**src/hw/rtl/hpc_pkg.sv**
```systemverilog
`timescale 1ns / 1ps
// ----------------------------------------------------------------------------
// Hamilton path counter package
// Shared widths, controller states and controller/datapath interface structs.
// ----------------------------------------------------------------------------
package hpc_pkg;

  localparam int CNT_W     = 80;
  localparam int LO_W      = 64;
  localparam int HI_W      = 16;
  localparam int IDX_W     = 4;
  localparam int NBR_W     = 16;
  localparam int CFG_W     = 5;
  localparam int IN_DATA_W = 24;

  typedef enum logic [3:0] {
    ST_IDLE,
    ST_PICK,
    ST_SCAN,
    ST_DRAIN,
    ST_STORE,
    ST_SUM_INIT,
    ST_SUM_SCAN,
    ST_SUM_DRAIN,
    ST_FINISH
  } state_t;

  // Commands from the controller to the datapath.
  typedef struct packed {
    logic load;
    logic start;
    logic entry_init;
    logic sum_init;
    logic scan;
    logic store;
    logic next_v;
    logic out_load;
  } cmd_t;

  // Status from the datapath to the controller.
  typedef struct packed {
    logic v_in_s;
    logic v_last;
    logic s_full;
    logic u_last;
    logic out_busy;
  } sts_t;

endpackage

```
**src/hw/rtl/hpc_ctrl.sv**
```systemverilog
`timescale 1ns / 1ps
// ----------------------------------------------------------------------------
// Hamilton path counter controller
// Sequences row loading, the subset sweep, the final sum and the result word.
// ----------------------------------------------------------------------------
module hpc_ctrl (
  input  logic          clk,
  input  logic          rst_n,
  input  logic          in_tvalid,
  input  logic          in_tlast,
  output logic          in_tready,
  input  hpc_pkg::sts_t sts,
  output hpc_pkg::cmd_t cmd
);

  hpc_pkg::state_t state_r;
  hpc_pkg::state_t state_nxt;
  logic            sweep_done;

  assign sweep_done = sts.v_last && sts.s_full;

  // State register.
  always_ff @(posedge clk) begin
    if (!rst_n) begin
      state_r <= hpc_pkg::ST_IDLE;
    end else begin
      state_r <= state_nxt;
    end
  end

  // Next state.
  always_comb begin
    state_nxt = state_r;
    case (state_r)
      hpc_pkg::ST_IDLE: begin
        if (in_tvalid && in_tready && in_tlast) state_nxt = hpc_pkg::ST_PICK;
      end
      hpc_pkg::ST_PICK: begin
        if (sts.v_in_s) state_nxt = hpc_pkg::ST_SCAN;
        else if (sweep_done) state_nxt = hpc_pkg::ST_SUM_INIT;
      end
      hpc_pkg::ST_SCAN: begin
        if (sts.u_last) state_nxt = hpc_pkg::ST_DRAIN;
      end
      hpc_pkg::ST_DRAIN:    state_nxt = hpc_pkg::ST_STORE;
      hpc_pkg::ST_STORE: begin
        state_nxt = sweep_done ? hpc_pkg::ST_SUM_INIT : hpc_pkg::ST_PICK;
      end
      hpc_pkg::ST_SUM_INIT: state_nxt = hpc_pkg::ST_SUM_SCAN;
      hpc_pkg::ST_SUM_SCAN: begin
        if (sts.u_last) state_nxt = hpc_pkg::ST_SUM_DRAIN;
      end
      hpc_pkg::ST_SUM_DRAIN: state_nxt = hpc_pkg::ST_FINISH;
      hpc_pkg::ST_FINISH:    state_nxt = hpc_pkg::ST_IDLE;
      default:               state_nxt = hpc_pkg::ST_IDLE;
    endcase
  end

  // Outputs. A final row waits while the previous result is still held.
  always_comb begin
    cmd       = '0;
    in_tready = 1'b0;
    case (state_r)
      hpc_pkg::ST_IDLE: begin
        in_tready = !(sts.out_busy && in_tlast);
        cmd.load  = in_tvalid && in_tready;
        cmd.start = in_tvalid && in_tready && in_tlast;
      end
      hpc_pkg::ST_PICK: begin
        cmd.entry_init = sts.v_in_s;
        cmd.next_v     = !sts.v_in_s && !sweep_done;
      end
      hpc_pkg::ST_SCAN:     cmd.scan = 1'b1;
      hpc_pkg::ST_STORE: begin
        cmd.store  = 1'b1;
        cmd.next_v = !sweep_done;
      end
      hpc_pkg::ST_SUM_INIT: cmd.sum_init = 1'b1;
      hpc_pkg::ST_SUM_SCAN: cmd.scan = 1'b1;
      hpc_pkg::ST_FINISH:   cmd.out_load = 1'b1;
      default: begin
        cmd = '0;
      end
    endcase
  end

endmodule

```
**config.mk**
```make
export PLATFORM = sky130hd
export DESIGN_NAME = hpc_ctrl
export DESIGN_NICKNAME = d
export VERILOG_FILES = /design/src/hw/rtl/hpc_pkg.sv /design/src/hw/rtl/hpc_ctrl.sv
export SDC_FILE = /design/constraint.sdc
export NUM_CORES = 1
export LEC_CHECK = 0
export BUFFER_PORTS_ARGS = -buffer_cell sky130_fd_sc_hd__buf_2
export CORE_AREA = 2 2 39 41
export DETAILED_ROUTE_END_ITERATION = 7
export DIE_AREA = 0 0 41 43
export PLACE_DENSITY_LB_ADDON = 0.12
export SYNTH_ARGS = -nofsm -noshare
export SYNTH_HDL_FRONTEND = slang
export SYNTH_SLANG_ARGS = --single-unit
```
**constraint.sdc**
```tcl
create_clock -name clk -period 1.9 [get_ports clk]
set_input_delay 0.095 -clock clk [delete_from_list [all_inputs] [get_ports clk]]
set_output_delay 0.095 -clock clk [all_outputs]
set_load 0.03 [all_outputs]
```
### Word-level counts from Yosys, hierarchy flattened

Index checks and enable logic that the tools add are counted.

* register bits after elaboration: 4
* output and inout port bits: 9
* logic and storage cells: 41

* eq/ne operators: 12
* muxes and demuxes: 15
* reductions and logical operators: 13

Operators with widths (count)
* $pmux 4 s8: 1
* $mux 4: 5
* $eq 4x3->1 const B: 4
* $eq 4x2->1 const B: 2
* $logic_and 1x1->1: 7
* $mux 1: 6
* $ne 2x2->1 const B: 3
* $eq 4x1->1 const B: 1
* $eq 4x4->1 const B: 1
* $logic_not 4->1: 1
* $reduce_and 4->1: 1
* $logic_not 1->1: 3
* $mux 3: 1
* $ne 3x3->1 const B: 1
* $mux 2: 1
* $pmux 1 s2: 1
* $reduce_or 2->1: 1

### Longest topological paths before layout

Gate-level depths: netlist of the first run.

* word-level depth: 7
* mapped depth: 5
* depth with buffers taken out: 4

### Worst setup path before layout of the first run

Ideal clock, no wire load.

* kind: flip-flop to output port
* start: reg state_r[2]
* end: out cmd[1] (netlist name)
* arrival: 2.078 ns
* setup slack: -0.273 ns
* cell stages (with the launch flop): 4
* buffers on the path: 1
* path through: dfxtp_1 -> clkbuf_1 -> nor4b_1 -> o21a_1

RTL lines
* start: declaration: line hpc_ctrl.sv:16 `hpc_pkg::state_t state_r;`
* start signal: assignment: line hpc_ctrl.sv:25 `state_r <= hpc_pkg::ST_IDLE;`
* start signal: assignment: line hpc_ctrl.sv:27 `state_r <= state_nxt;`
* end: declaration: line hpc_ctrl.sv:13 `output hpc_pkg::cmd_t cmd`

==> metrics.log, run 1 <==
INFO  metric yosysTopAreaCell = sky130_fd_sc_hd__dfxtp_1
INFO  metric slew_headroom = 71.7%
INFO  metric startpoint_class_of_the_critical_path = flop
INFO  metric place.detailed.hpwl = 596 um
INFO  metric async_flop_share = 0%
INFO  metric timing.critical_path.required = 1800 ps
INFO  metric post_drt_via_cell_ratio = 4.57
INFO  metric power_per_cell_area = 940 nW/um2
INFO  metric syn2layout_area_growth = 34.4%
INFO  metric cts_hold_buf = 0
INFO  metric ctsResizeCount = 0
INFO  metric layout_worst_path_cycle_share = 94.4%
INFO  metric post-cts-setup-buffers = 0
INFO  metric wl_per_cell = 9.43 um
INFO  metric stdcell_area = 464 um2
INFO  metric number_of_max_capacitance_violations_reported = 0
INFO  metric dieArea = 1760 um2
INFO  metric synth.avg_cell_area = 8.22 um2
INFO  metric p_int = 0.000258 W
INFO  metric finish.net_count = 71
INFO  metric ys_dominant_reg_cell = sky130_fd_sc_hd__dfxtp_1
INFO  metric finalHoldViolations = 0
INFO  metric worst_clock_skew = 1.49 ps
INFO  metric final_antenna_net_count = 0
INFO  metric power.combinational.fraction = 49.9%
INFO  metric globalRouteOverflowTotal = 0
INFO  metric first_iter_violations = 2
INFO  metric arrival_time_at_the_worst_endpoint = 1700 ps
INFO  metric grt_antenna_before_repair = 0
INFO  metric fin_setup_tns = 0 ps
INFO  metric largest_register_ffs = 4
INFO  metric report.power.total = 0.000436 W
INFO  metric chipHeight = 43 um
INFO  metric postSynthCellCount = 42
INFO  metric global_route_layer_with_the_greatest_usage = met2
INFO  metric setup_viol = 0
INFO  metric regMostFlops = state_r
INFO  metric drv_slew = 0
INFO  metric grt.met1_usage = 10.0%
INFO  metric synth_common_cells = sky130_fd_sc_hd__nor2_1, sky130_fd_sc_hd__nand2_1, sky130_fd_sc_hd__dfxtp_1, sky130_fd_sc_hd__nor2b_1
INFO  metric groute.layer.met2.usage = 14.7%
INFO  metric vias = 347
INFO  metric finalWeightedCongestion = 0.706
INFO  metric grt_setup_unrepaired = false
INFO  metric timing.hold.worst.class = primary input to flop
INFO  metric kind_of_end_point_of_the_critical_path = output port
INFO  metric status = complete, no violations
INFO  metric seq_power_share = 27.1%
INFO  metric synth.net_count = 51
INFO  metric place.port_buffers = 17
INFO  metric tritoncts = yes
INFO  metric ir_worst_vdd = 0.222 mV
INFO  metric clock_path_buffers = 2
INFO  metric whs = 110 ps
INFO  metric n_antenna_cell = 0
INFO  metric p_clk_share = 22.9%
INFO  metric maximum_number_of_pins_on_one_net_before_global_route_repair = 10
INFO  metric multiInputGateArea = 245 um2
INFO  metric design.portCount = 18
INFO  metric post_dp_cell_area = 442 um2
INFO  metric yosysTopAreaCellShare = 23.2%
INFO  metric netlist_top_cells_area = sky130_fd_sc_hd__dfxtp_1, sky130_fd_sc_hd__o2bb2ai_4, sky130_fd_sc_hd__nor2b_1
INFO  metric critPathMaxFanout = 9
INFO  metric cts_root_buffer = sky130_fd_sc_hd__clkbuf_4
INFO  metric worstSkewPairLatency = 230 ps
INFO  metric netSwitchingPower = 0.000178 W
INFO  metric layout-drive-gt1-share = 45.0%
INFO  metric fmaxAchievable = 558 MHz
INFO  metric grt_usage = 9.35%
INFO  metric biggestRegsByFlops = state_r: 4 flops
INFO  metric tightestPinTransition = 423 ps
INFO  metric std_cell_rows = 14
INFO  metric grt_pass1_vias = 294
INFO  metric synth_warnings = 0
INFO  metric detailedRoute.firstPassIterationCount = 2
INFO  metric switching_share = 40.8%
INFO  metric synth_edf_count = 0
INFO  metric routed_wl = 717 um
INFO  metric total_standard_cell_area_after_synthesis = 345 um2
INFO  metric initial_core_util = 25.0%
INFO  metric numClockSinks = 4
INFO  metric synth.distinct_cells = 22
INFO  metric yosysMostFrequentCell = sky130_fd_sc_hd__nor2_1
INFO  metric synth-seq-area-share = 23.2%
INFO  metric cts_inserted_buffers = 3
INFO  metric drc = 0
INFO  metric synth.ff_latch_count = 4
INFO  metric die_boundary_width = 41 um
INFO  metric floorplan.core_area = 1380 um2
INFO  metric final_period_minus_worst_setup_slack = 1790 ps
INFO  metric clock_tree.htree_level_count = 1
INFO  metric grt_pass1_wl = 1.09 mm
INFO  metric groute.layer.met3.usage = 4.71%
INFO  metric path_clk_slew = 30 ps
INFO  metric layout.area.seq = 80.1 um2
INFO  metric layout.filler_cells = 152
INFO  metric power.static_leakage = 0.226 nW
INFO  metric worst_setup_path_class = flop to output port
cell usage in the layout, fill, tap and decap left out:
| cell type | netlist | layout |
|---|---|---|
| sky130_fd_sc_hd__nand3_1 | 1 | 1 |
| sky130_fd_sc_hd__o21a_1 | 2 | 2 |
| sky130_fd_sc_hd__dfxtp_1 | 4 | 4 |
| sky130_fd_sc_hd__buf_2 | 0 | 17 |
| sky130_fd_sc_hd__mux2i_1 | 2 | 2 |
| sky130_fd_sc_hd__o2111ai_1 | 1 | 1 |
| sky130_fd_sc_hd__nand2_1 | 5 | 5 |
| sky130_fd_sc_hd__o2bb2ai_4 | 1 | 1 |
| sky130_fd_sc_hd__and3_1 | 2 | 2 |
| sky130_fd_sc_hd__nor3b_1 | 1 | 1 |
| sky130_fd_sc_hd__inv_1 | 1 | 1 |
| sky130_fd_sc_hd__clkbuf_4 | 0 | 3 |
| sky130_fd_sc_hd__nor2_1 | 6 | 6 |
| sky130_fd_sc_hd__nor4b_2 | 0 | 1 |
| sky130_fd_sc_hd__buf_4 | 1 | 1 |
| sky130_fd_sc_hd__nor2b_1 | 4 | 4 |
| sky130_fd_sc_hd__and3b_2 | 1 | 1 |
| sky130_fd_sc_hd__and2_1 | 1 | 1 |
| sky130_fd_sc_hd__and3b_1 | 1 | 1 |
| sky130_fd_sc_hd__nor4b_1 | 2 | 1 |
| sky130_fd_sc_hd__a21oi_1 | 1 | 1 |
| sky130_fd_sc_hd__a21oi_2 | 2 | 2 |
| sky130_fd_sc_hd__or4_4 | 1 | 1 |
worst paths after layout:
kind	start	end	slack (ps)	cells past startpoint
setup / recovery	state_r[0]	cmd[6]	110	4
hold / removal	rst_n	state_r[3]	110	3
hold reg to reg	state_r[2]	state_r[2]	570	2
setup reg to reg	state_r[0]	state_r[0]	440	4
layer usage:
layer | up-vias | share of wire, %
met3 | 0 | 5.3
met2 | 10 | 50
met5 | - | 0
met4 | 0 | 0
li1 | 185 | -
met1 | 152 | 45
power groups by stage:
stage	combinational [W]	sequential [W]	clock, W
final	0.000218	0.000118	0.000100
after CTS	0.000221	0.000118	0.000105
after detailed placement	0.000220	0.000119	0
after floorplan	0.000201	0.000100	0
after global placement	0.000223	0.000120	0
after global routing	0.000235	0.000121	0.000111
per-stage QoR:
step | worst slack, ps | cells | util (%)
finish | 107 | 76 | 33.5
global route | 26.6 | 76 | 33.5
CTS | 97.4 | 76 | 33.5
detailed placement | 351 | 73 | 31.9
global placement | 365 | 73 | 31.9
floorplan | 20.0 | 42 | -
critical path, cell delays in order (launching register included):
cell and delay [ps]:
sky130_fd_sc_hd__dfxtp_1 390, sky130_fd_sc_hd__or4_4 590, sky130_fd_sc_hd__a21oi_2 150, sky130_fd_sc_hd__and3_1 160
sky130_fd_sc_hd__buf_2 190
logic make-up after synthesis:
logic type             Yosys count  share of synthesized area (%)
AO/OA/AOI/OAI                    7                           21.4
buffers and inverters            4                           7.61
flip-flops                       4                           23.2
multiplexers                     2                           5.80
AND/OR/NAND/NOR                 25                           42.0
layout make-up:
type                       count  share of cell area, %
tap                           16                   4.31
multi-input combinational     34                   52.8
inverter                       1                  0.809
clock buffer                   3                   4.85
timing repair buffer          18                   19.9
sequential                     4                   17.3
Power figures use the tool's default switching activity.
==> run 2: changes to the inputs <==
--- a/config.mk
+++ b/config.mk
@@ -10,6 +10,7 @@
 export DETAILED_ROUTE_END_ITERATION = 7
 export DIE_AREA = 0 0 41 43
 export PLACE_DENSITY_LB_ADDON = 0.12
+export REMOVE_ABC_BUFFERS = 1
 export SYNTH_ARGS = -nofsm -noshare
 export SYNTH_HDL_FRONTEND = slang
 export SYNTH_SLANG_ARGS = --single-unit
==> run 2 against run 1 <==
Net effect:
- clock skew up 1.0 ps
- die area unchanged
- sequential power about the same
- hold slack better by 11 ps
- routed wire length up 2.9%
- combinational power down 4%
- final cell count down 1.3%
- non-clock buffer count down 1
- total power down 1.1%
- sequential cell count unchanged
- maximum frequency up 0.69%
==> metrics.log, run 2 (same netlist as run 1, synthesis figures left out) <==
INFO  metric critPathMaxFanout = 9 (unchanged)
INFO  metric status = complete, no violations
INFO  metric first_iter_violations = 4 (+2)
INFO  metric final_antenna_net_count = 0 (unchanged)
INFO  metric finish.net_count = 70 (-1.4%)
INFO  metric mostFrequentLayoutCell = sky130_fd_sc_hd__buf_2
INFO  metric tritoncts = yes
INFO  metric path_clk_slew = 40 ps (about the same)
INFO  metric clock_tree.htree_level_count = 1 (unchanged)
INFO  metric grt_pass1_vias = 308 (+4.8%)
INFO  metric fmaxAchievable = 562 MHz (+0.69%)
INFO  metric cts_root_buffer = sky130_fd_sc_hd__clkbuf_4
INFO  metric wl_per_cell = 9.84 um (+4.3%)
INFO  metric std_cell_rows = 14 (unchanged)
INFO  metric vias = 346 (-0.29%)
INFO  metric initial_core_util = 25.0% (unchanged)
INFO  metric maximum_number_of_pins_on_one_net_before_global_route_repair = 12 (+2)
INFO  metric globalRouteOverflowTotal = 0 (unchanged)
INFO  metric worst_setup_path_class = flop to output port
INFO  metric routed_wl = 738 um (+2.9%)
INFO  metric regMostFlops = state_r
INFO  metric fin_setup_tns = 0 ps (unchanged)
INFO  metric cts_inserted_buffers = 3 (unchanged)
INFO  metric clock_path_buffers = 2 (unchanged)
INFO  metric n_antenna_cell = 0 (unchanged)
INFO  metric detailedRoute.firstPassIterationCount = 2 (unchanged)
INFO  metric layout.area.seq = 80.1 um2 (unchanged)
INFO  metric layout_worst_path_cycle_share = 93.7% (-0.65 points)
INFO  metric worst_path_dominant_cell_family = simple AND/OR/NAND/NOR gates
INFO  metric grt_pass1_wl = 1.21 mm (+11%)
INFO  metric timing.critical_path.required = 1800 ps (about the same)
INFO  metric worst_clock_skew = 2.50 ps (+1.01 ps)
INFO  metric layout-drive-gt1-share = 42.4% (-2.6 points)
INFO  metric dieArea = 1760 um2 (unchanged)
INFO  metric drv_slew = 0 (unchanged)
INFO  metric biggestRegsByFlops = state_r: 4 flops
INFO  metric multiInputGateArea = 239 um2 (-2.6%)
INFO  metric chipHeight = 43 um (unchanged)
INFO  metric kind_of_end_point_of_the_critical_path = output port
INFO  metric grt_usage = 9.74% (+0.39 points)
INFO  metric tightestPinTransition = 446 ps (+23.4 ps)
INFO  metric floorplan.core_area = 1380 um2 (unchanged)
INFO  metric worstPathCellList = or4_4, a21oi_2, and3_1, clkbuf_4
INFO  metric slew_headroom = 70.2% (-1.6 points)
INFO  metric place.port_buffers = 17 (unchanged)
INFO  metric final_period_minus_worst_setup_slack = 1780 ps (-12.3 ps)
INFO  metric power.static_leakage = 0.219 nW (-3.4%)
INFO  metric timing.hold.worst.class = primary input to flop
INFO  metric drc = 0 (unchanged)
INFO  metric grt_setup_unrepaired = false
INFO  metric layout.filler_cells = 162 (+6.6%)
INFO  metric setup_viol = 0 (unchanged)
INFO  metric ir_worst_vdd = 0.585 mV (+160%)
INFO  metric startpoint_class_of_the_critical_path = flop
INFO  metric crit_buf_inv = 1 (unchanged)
INFO  metric arrival_time_at_the_worst_endpoint = 1690 ps (about the same)
INFO  metric post_drt_via_cell_ratio = 4.61 (+1.0%)
INFO  metric die_boundary_width = 41 um (unchanged)
INFO  metric finalHoldViolations = 0 (unchanged)
INFO  metric grt_antenna_before_repair = 0 (unchanged)
INFO  metric largest_register_ffs = 4 (unchanged)
INFO  metric worstSkewPairLatency = 230 ps (about the same)
INFO  metric finalWeightedCongestion = 0.728 (+3.2%)
INFO  metric critPathMaxStageDelay = 590 ps (about the same)
INFO  metric power_per_cell_area = 953 nW/um2 (+1.3%)
INFO  metric place.detailed.hpwl = 593 um (-0.57%)
INFO  metric final_core_utilization = 32.7% (-0.81 points)
INFO  metric design.portCount = 18 (unchanged)
INFO  metric cpMaxStageDelayCell = sky130_fd_sc_hd__or4_4
INFO  metric numClockSinks = 4 (unchanged)
INFO  metric number_of_max_capacitance_violations_reported = 0 (unchanged)
INFO  metric syn2layout_area_growth = 31.2%
INFO  metric layout_common_cells = sky130_fd_sc_hd__buf_2, sky130_fd_sc_hd__nor2_1, sky130_fd_sc_hd__nand2_1
-- run 2: final cells by class --
type	count	share of cell area, %
Timing Repair Buffer	17	19.3
Inverter	1	0.829
Multi-Input combinational cell	34	52.8
Clock buffer	3	4.97
Sequential cell	4	17.7
Tap cell	16	4.42
-- run 2: metrics by stage --
step / cell area [um2] / cells / total power (W) / hold slack, ps / worst slack, ps
after floorplan: 323 / 39 / 0.000281 / 218 / -167
after global placement: 428 / 72 / 0.000336 / 358 / 375
after detailed placement: 428 / 72 / 0.000334 / 358 / 350
after CTS: 450 / 75 / 0.000438 / 120 / 101
after global routing: 453 / 75 / 0.000467 / 123 / 4.96
final: 453 / 75 / 0.000431 / 121 / 119
-- run 2: worst paths after layout --
path                            startpoint         end  slack [ps]  cells past startpoint
worst max-delay path            state_r[0]      cmd[6]         120                      4
worst min-delay path                 rst_n  state_r[3]         120                      3
worst max register to register  state_r[1]  state_r[0]         440                      4
worst min register to register  state_r[2]  state_r[2]         570                      2
-- run 2: power breakdown --
part           total [W]  internal, W  switching (W)
Sequential      0.000121    0.0000954      0.0000255
Clock           0.000100    0.0000703      0.0000299
Combinational   0.000210    0.0000893       0.000121
-- run 2: layer usage --
metal  share of wire [%]  routed length [um]  track usage (%)  up-vias
li1                    -                   -                -      183
met4                   0                   0                0        0
met5                   0                   0                0        -
met1                  45                 335             10.9      153
met3                 5.6                  41             4.71        0
met2                  49                 361             16.9       10
-- run 2: worst reg2reg max path: cells and delay by family, from the launching register on --
| kind | cells | cell delay [ps] |
|---|---|---|
| AOI/OAI and AO/OA | 2 | 340 |
| DFF | 1 | 510 |
| and+or+nand+nor | 2 | 500 |
-- run 2: what timing repair did --
| item | 4_1_cts | 5_1_grt |
|---|---|---|
| resized for setup | 0 | 1 |
| hold buffers | 0 | 0 |
| setup endpoints to repair | 0 | 1 |
| setup buffers | 0 | 0 |
| hold endpoints to repair | 0 | 0 |
